<file path="src/rtl/fspm_pkg.sv">
// ----------------------------------------------------------------------------
// fspm_pkg: shared types and constants of the sine-PWM modulator
// Field widths, fixed-point formats, register indexes, the quarter-wave
// sine table and the sine/cosine table lookup helper.
// ----------------------------------------------------------------------------
package fspm_pkg;

    // Angle and duty resolution
    localparam int ANGLE_BITS = 12;
    localparam int DUTY_BITS  = 8;
    localparam int FRAC_BITS  = ANGLE_BITS - 6;
    localparam int SEG_W      = 5;

    // Field and register widths
    localparam int V_W        = 14;
    localparam int PP_W       = 7;
    localparam int ZERO_W     = 12;
    localparam int TRQ_W      = 16;

    // Phase voltages are held in units of 2^-30 of the 1/256 V step
    localparam int U_SHIFT    = 30;
    localparam int FULL_W     = V_W + U_SHIFT;
    localparam int SUM_W      = 48;
    localparam int SQRT3_Q14  = 28378;
    localparam int Q14_ONE    = 16384;

    // Configuration port
    localparam int CFG_IDX_W  = 2;
    localparam int CFG_DATA_W = 14;
    localparam logic [CFG_IDX_W-1:0] CFG_SUPPLY = 2'd0;
    localparam logic [CFG_IDX_W-1:0] CFG_POLES  = 2'd1;
    localparam logic [CFG_IDX_W-1:0] CFG_DIR    = 2'd2;
    localparam logic [CFG_IDX_W-1:0] CFG_ZERO   = 2'd3;

    // Reset values
    localparam logic [V_W-1:0]  SUPPLY_RST = 14'd3072;
    localparam logic [PP_W-1:0] POLES_RST  = 7'd1;

    typedef struct packed {
        logic [ANGLE_BITS-1:0]   mech_angle;
        logic signed [TRQ_W-1:0] torque_voltage;
    } t_in_item;

    typedef struct packed {
        logic [DUTY_BITS-1:0]  duty_a;
        logic [DUTY_BITS-1:0]  duty_b;
        logic [DUTY_BITS-1:0]  duty_c;
        logic [ANGLE_BITS-1:0] elec_angle;
    } t_out_item;

    // Table lookup result for one sine evaluation
    typedef struct packed {
        logic [14:0]          base;
        logic [10:0]          diff;
        logic [FRAC_BITS-1:0] frac;
        logic                 neg;
    } t_sin_part;

    // Quarter-wave sine, Q14, 16 segments
    function automatic logic [14:0] qwave(input logic [SEG_W-1:0] idx);
        logic [14:0] r;
        case (idx)
            5'd0:    r = 15'd0;
            5'd1:    r = 15'd1606;
            5'd2:    r = 15'd3196;
            5'd3:    r = 15'd4756;
            5'd4:    r = 15'd6270;
            5'd5:    r = 15'd7723;
            5'd6:    r = 15'd9102;
            5'd7:    r = 15'd10394;
            5'd8:    r = 15'd11585;
            5'd9:    r = 15'd12665;
            5'd10:   r = 15'd13623;
            5'd11:   r = 15'd14449;
            5'd12:   r = 15'd15137;
            5'd13:   r = 15'd15679;
            5'd14:   r = 15'd16069;
            5'd15:   r = 15'd16305;
            default: r = 15'd16384;
        endcase
        return r;
    endfunction

    // Fold the angle into the first quadrant and look up the segment
    function automatic t_sin_part sin_split(input logic [ANGLE_BITS-1:0] ang);
        t_sin_part             p;
        logic [ANGLE_BITS-3:0] pos;
        logic [ANGLE_BITS-2:0] xq;
        logic [SEG_W-1:0]      seg;
        pos = ang[ANGLE_BITS-3:0];
        if (ang[ANGLE_BITS-2]) begin
            xq = (ANGLE_BITS-1)'(1 << (ANGLE_BITS - 2)) - {1'b0, pos};
        end else begin
            xq = {1'b0, pos};
        end
        seg    = xq[ANGLE_BITS-2:FRAC_BITS];
        p.frac = xq[FRAC_BITS-1:0];
        p.neg  = ang[ANGLE_BITS-1];
        p.base = qwave(seg);
        if (seg >= SEG_W'(16)) begin
            p.diff = '0;
        end else begin
            p.diff = 11'(qwave(SEG_W'(seg + 1'b1)) - qwave(seg));
        end
        return p;
    endfunction

endpackage

</file>
<file path="src/rtl/fspm_duty_div.sv">
// ----------------------------------------------------------------------------
// fspm_duty_div: pipelined duty divider
// Scales a clamped phase voltage by the full duty count and divides it by
// the supply, one quotient bit per register stage (restoring division).
// ----------------------------------------------------------------------------
module fspm_duty_div (
    input  logic                             i_clk,
    input  logic                             i_en,
    input  logic [fspm_pkg::FULL_W-1:0]      i_volt,
    input  logic [fspm_pkg::V_W-1:0]         i_supply,
    output logic [fspm_pkg::DUTY_BITS-1:0]   o_duty
);
    import fspm_pkg::*;

    localparam int N_W = FULL_W + DUTY_BITS;

    logic [N_W-1:0]       r_rem [DUTY_BITS];
    logic [DUTY_BITS-1:0] r_quo [DUTY_BITS+1];

    // Form the numerator: voltage times (2^DUTY_BITS - 1)
    always_ff @(posedge i_clk) begin
        if (i_en) begin
            r_rem[0] <= {i_volt, {DUTY_BITS{1'b0}}} - N_W'(i_volt);
            r_quo[0] <= '0;
        end
    end

    // One quotient bit per stage, most significant first
    for (genvar k = 0; k < DUTY_BITS; k++) begin : g_bit
        logic [N_W-1:0] dsh;
        logic [N_W:0]   trial;
        assign dsh   = N_W'(i_supply) << (U_SHIFT + DUTY_BITS - 1 - k);
        assign trial = {1'b0, r_rem[k]} - {1'b0, dsh};

        always_ff @(posedge i_clk) begin
            if (i_en) begin
                r_quo[k+1] <= {r_quo[k][DUTY_BITS-2:0], ~trial[N_W]};
            end
        end

        if (k < DUTY_BITS - 1) begin : g_rem
            always_ff @(posedge i_clk) begin
                if (i_en) begin
                    r_rem[k+1] <= trial[N_W] ? r_rem[k] : trial[N_W-1:0];
                end
            end
        end
    end

    assign o_duty = r_quo[DUTY_BITS];

endmodule

</file>
<file path="config.mk">
export PLATFORM = sky130hd
export DESIGN_NAME = fspm_duty_div
export DESIGN_NICKNAME = d
export VERILOG_FILES = /design/src/rtl/fspm_pkg.sv /design/src/rtl/fspm_duty_div.sv
export SDC_FILE = /design/constraint.sdc
export NUM_CORES = 1
export LEC_CHECK = 0
export BUFFER_PORTS_ARGS = -buffer_cell sky130_fd_sc_hd__buf_2
export CAP_MARGIN = 20
export CORE_UTILIZATION = 55
export DETAILED_ROUTE_END_ITERATION = 6
export MAX_ROUTING_LAYER = met4
export PLACE_DENSITY_LB_ADDON = 0.25
export SLEW_MARGIN = 25
export SYNTH_ARGS = -nofsm -noshare
export SYNTH_HDL_FRONTEND = slang
export SYNTH_SLANG_ARGS = --single-unit
</file>
<file path="constraint.sdc">
create_clock -name i_clk -period 6.25 [get_ports i_clk]
set_clock_uncertainty 0.2 [all_clocks]
set_input_delay 0.625 -clock i_clk [delete_from_list [all_inputs] [get_ports i_clk]]
set_output_delay 0.625 -clock i_clk [all_outputs]
set_load 0.005 [all_outputs]
</file>
* After elaboration in Yosys (flattened, before gate mapping) *
Memory sizes are Yosys's and may differ from the RTL's.
Cells that the tools add are included.

cells by class
  add/subtract/negate cells = 9
  multiplexer cells = 9
  bitwise gates (word level) = 8

operators with widths
  cell              count
  $mux W52          7
  $sub A52 B44 Y53  1
  $sub A52 B45 Y53  1
  $sub A52 B46 Y53  1
  $sub A52 B47 Y53  1
  $sub A52 B48 Y53  1
  $sub A52 B49 Y53  1
  $sub A52 B50 Y53  1
  $sub A52 B51 Y53  1
  $sub A52 B44 Y52  1
  $not A1 Y1        8
  $mux W1           2

word-level totals
  register bits = 0
  RAM bits = 488
  input port bits = 60
  output and inout port bits = 8
  logic and storage cells = 28
  memories kept = 2

memory list
  memory  words  width  read ports  clocked after Yosys merged registers in  wr ports  RTL line             source
  r_rem   8      52     8           0                                        8         fspm_duty_div.sv:17  logic [N_W-1:0] r_rem [DUTY_BITS];
  r_quo   9      8      9           0                                        9         fspm_duty_div.sv:18  logic [DUTY_BITS-1:0] r_quo [DUTY_BITS+1];

* Longest topological paths before layout *
An unclocked memory read counts as a cell.

  depth in word-level cells = 3
  gate-level depth with buffers = 12

* Least setup slack after synthesis *
No wires, ideal clock.

  path kind = input to register
  from = input port i_supply[1] (netlist bit)
  to = memory r_rem[1][191] (netlist bit), data pin
  setup time = 0.262 ns
  arrival time = 2.837 ns
  path slack = 2.951 ns
  stages = 10
  path buffers = 1
  cell sequence = inv_1 -> ha_1 -> nor2b_1 -> o31a_1 -> o41ai_2 -> o21ai_1 -> a211o_1 -> a21boi_4 -> buf_6 -> mux2_1

RTL lines
  item                RTL line             source
  start: declaration  fspm_duty_div.sv:10  input logic [fspm_pkg::V_W-1:0] i_supply,
  end: declaration    fspm_duty_div.sv:17

==> metrics.txt <==
height of the die=165.8 um; PortBufs=67; grt ovf=0; initial antenna violation count=0; Post-synth top flop=edfxtp_1; reg-to-reg slack, setup=between 2 and 3 ns; Post-CTS Setup Inserts=0; Final ANT Viol Nets=0; hold_buf cts=0; CP required=roughly 6.3 ns; Buf/Inv on CP=2; pins over their slew limit=0; Site Rows=59; peak supply drop=~0.25 mV; Yosys reg bits=between 200 and 250; number of fill cells=~2100; Via-to-Cell Ratio=5.948; Final setup viols=0; largest net degree at the start of global routing=95; syn_nets=between 1500 and 2000; Final Critical Period=between 3 and 4 ns; HP Class=register to register; Critical Setup Path Class=input port to register; fraction of registers with async set/reset=0%; core region area=26210 um2; Leak=~6.5 nW; Die Span X=about 170 um; DRC viols=2; CTS tree=done; number of synthesized flops with an enable pin=212; Initial Util=56.31%; design area=roughly 16000 um2; slowest stage delay, CP=around 0.64 ns; via count=approximately 11000; worst skew pair latency=0.53 ns; Ys Warns=0; Startpoint Class=input port; R2R Path Start=r_rem[1][136]; max-cap viol count=0; Post-DP Area=15480 um2; Worst Hold Launch=r_rem[0][32]; Antenna Cells=0; family with the most delay on the worst path=compound AO/OA/AOI/OAI gates; HPWL after detailed placement=roughly 23000 um; relative slew slack=about half; period utilisation layout=59.74%; status=finished, violations left; vias in the first global route=between 10000 and 15000; Pwr per Cell Area=approximately 380 nW/um2; Unique masters post-synth=79; syn_area_per_cell=~10 um2; Fin Setup TNS=0 ns; Peak Freq=between 200 and 300 MHz; first-pass GRT wire length=slightly above 50000 um; Mapped Area=about 15000 um2; RSZ-0062 raised after global routing=no; Total Routing Usage GR=between 20% and 30%; htree depth=1; Hold Path End=r_rem[0][84]; Setup crit end kind=register; Slew @ Worst Pin=roughly 0.76 ns; Reg2Reg Depth=8; RePlAce Congestion=between 0.9 and 1; share of layout cells above drive strength 1=10.76%; initial drt markers=about 900; clk buf depth=3; die area=27490 um2; CTS Buf Count=24; Final Hold Viols=0; Worst Path Max Fanout=33; number of I/O pins=just under 70; Crit Reg-Reg Endpoint=r_rem[1][191]; Root Buffer Master=clkbuf_16; Worst Hold Slack=between 0.15 and 0.2 ns; hold path depth=0; slowest CP cell=a21boi_4; CTS resizes=0; Routed WL=about 30000 um; Syn Inst Count=1464; synth-to-layout area growth=10.03%; wire per inst=between 15 and 20 um; sequential fraction of the synthesis area=between 40% and 50%; clock-pin slew on the worst setup and hold paths=around 0.060 ns; DRT Pass-1 Iters=7; crit-path cells=buf_2, inv_1, ha_1, nor2b_1, o31a_1, o41ai_2, o21ai_1, a211o_1, a21boi_4, mux2_1; CTS Sinks=between 200 and 250; Nets=approximately 1800; failing checks=design-rule violations; Arrival @ worst endpoint=3.81 ns
-- sequential cells by signal, indices dropped and copies added (netlist names) --
name,flops
r_quo,36
r_rem,176
-- routing by layer --
metal / vias up / routed length [um] / share of wire, % / global-route usage, %
li1: 5639 / - / - / -
met1: 5297 / 14200 / 47 / 29.93
met2: 230 / 14070 / 47 / 38.04
met3: 58 / 1215 / 4.0 / 2.407
met4: 0 / 722 / 2.4 / 6.501
met5: - / 0 / 0 / -
-- Yosys cell counts (all sizes together), types with 6 or more instances --
cell type  instances  area, um2
a211oi            16      120.1
a21o              38      285.3
a21oi            126      630.6
a31o               6      52.55
a31oi             11      68.82
and3               8      50.05
buf               10      56.30
clkbuf            15      56.30
edfxtp           212       6366
fa                 7      140.1
ha               147       1839
inv               87      326.6
mux2              24      270.3
nand2            123      464.2
nand2b            21      131.4
nand3             34      170.2
nand3b             7      52.55
nand4             12      75.07
nor2             114      427.9
nor2b             24      150.1
nor3              39      216.5
nor4              11      75.07
o2111ai            6      58.80
o211ai             7      57.55
o21a              26      195.2
o21ai            123      623.1
o21bai             7      52.55
o31a               8      70.07
o31ai             11      82.58
o41ai              7      68.82
or2               11      68.82
or3               17      107.6
or4                7      57.56
xnor2             46      402.9
xor2              48      420.4
-- where the power goes --
group	switching (mW)	leakage, nW	internal [mW]
Clock	0.545	0.371	0.816
Sequential	0.214	2.04	2.13
Combinational	1.36	4.08	1.14
Total	2.12	6.49	4.08
-- cell usage in the layout, fill, tap and decap left out, drive strengths merged, types with 12 or more instances in the layout --
| cell | synthesis | layout |
|---|---|---|
| or3 | 17 | 17 |
| nand2 | 123 | 123 |
| nand2b | 21 | 21 |
| a21oi | 126 | 126 |
| inv | 87 | 87 |
| nor2b | 24 | 24 |
| a21o | 38 | 38 |
| nor3 | 39 | 39 |
| mux2 | 24 | 24 |
| nand3 | 34 | 34 |
| o21ai | 123 | 123 |
| nand4 | 12 | 12 |
| xor2 | 48 | 48 |
| buf | 10 | 75 |
| o21a | 26 | 26 |
| xnor2 | 46 | 46 |
| ha | 147 | 147 |
| clkbuf | 15 | 24 |
| a211oi | 16 | 16 |
| edfxtp | 212 | 212 |
| nor2 | 114 | 114 |
-- layout make-up --
type | instances | area (um2) | share of cell area [%]
repair buffers | 75 | 405.4 | 2.497
clock buffers | 24 | 600.6 | 3.699
flip-flops and latches | 212 | 6366 | 39.20
multi-input cells | 1140 | 7966 | 49.06
clock inverters | 14 | 153.9 | 0.9478
inverters | 87 | 326.6 | 2.011
well taps | 335 | 419.2 | 2.581
-- stage by stage --
stage	cells	total power, mW	setup WS (ns)	util (%)
after global placement	1849	4.744	2.037	59.08
after floorplan	1464	4.297	2.951	-
after CTS	1887	6.213	2.495	61.96
final	1887	6.203	2.516	61.96
after detailed placement	1849	4.827	1.950	59.08
after global routing	1887	6.655	2.292	61.96
-- worst max-delay path by stage --
stage	start	endpoint	slack, ns	cells after the start
after floorplan	i_supply[1]	r_rem[1][191]	2.95	10
after global placement	i_supply[1]	r_rem[1][191]	2.04	10
after detailed placement	i_supply[1]	r_rem[1][191]	1.95	10
after CTS	i_supply[1]	r_rem[1][191]	2.49	10
after global routing	i_supply[1]	r_rem[1][191]	2.29	10
final	i_supply[1]	r_rem[1][191]	2.52	10
-- worst reg2reg max path, cell delays in order (launching register included) --
cell	delay (ns)
edfxtp_1	0.43
ha_1	0.29
nor2b_1	0.14
o31a_1	0.28
o41ai_2	0.23
o21ai_1	0.19
a211o_1	0.38
a21boi_4	0.64
mux2_1	0.40
-- kinds of logic after synthesis --
kind of cell | synth area share, %
xor gates and xnor gates | 5.579
DFF | 43.14
and+or+nand+nor | 14.49
AOI/OAI and AO/OA | 18.58
buffers and inverters | 2.976
muxes | 1.831
adders and majority gates | 13.41
(Power assumes the default switching activity.)
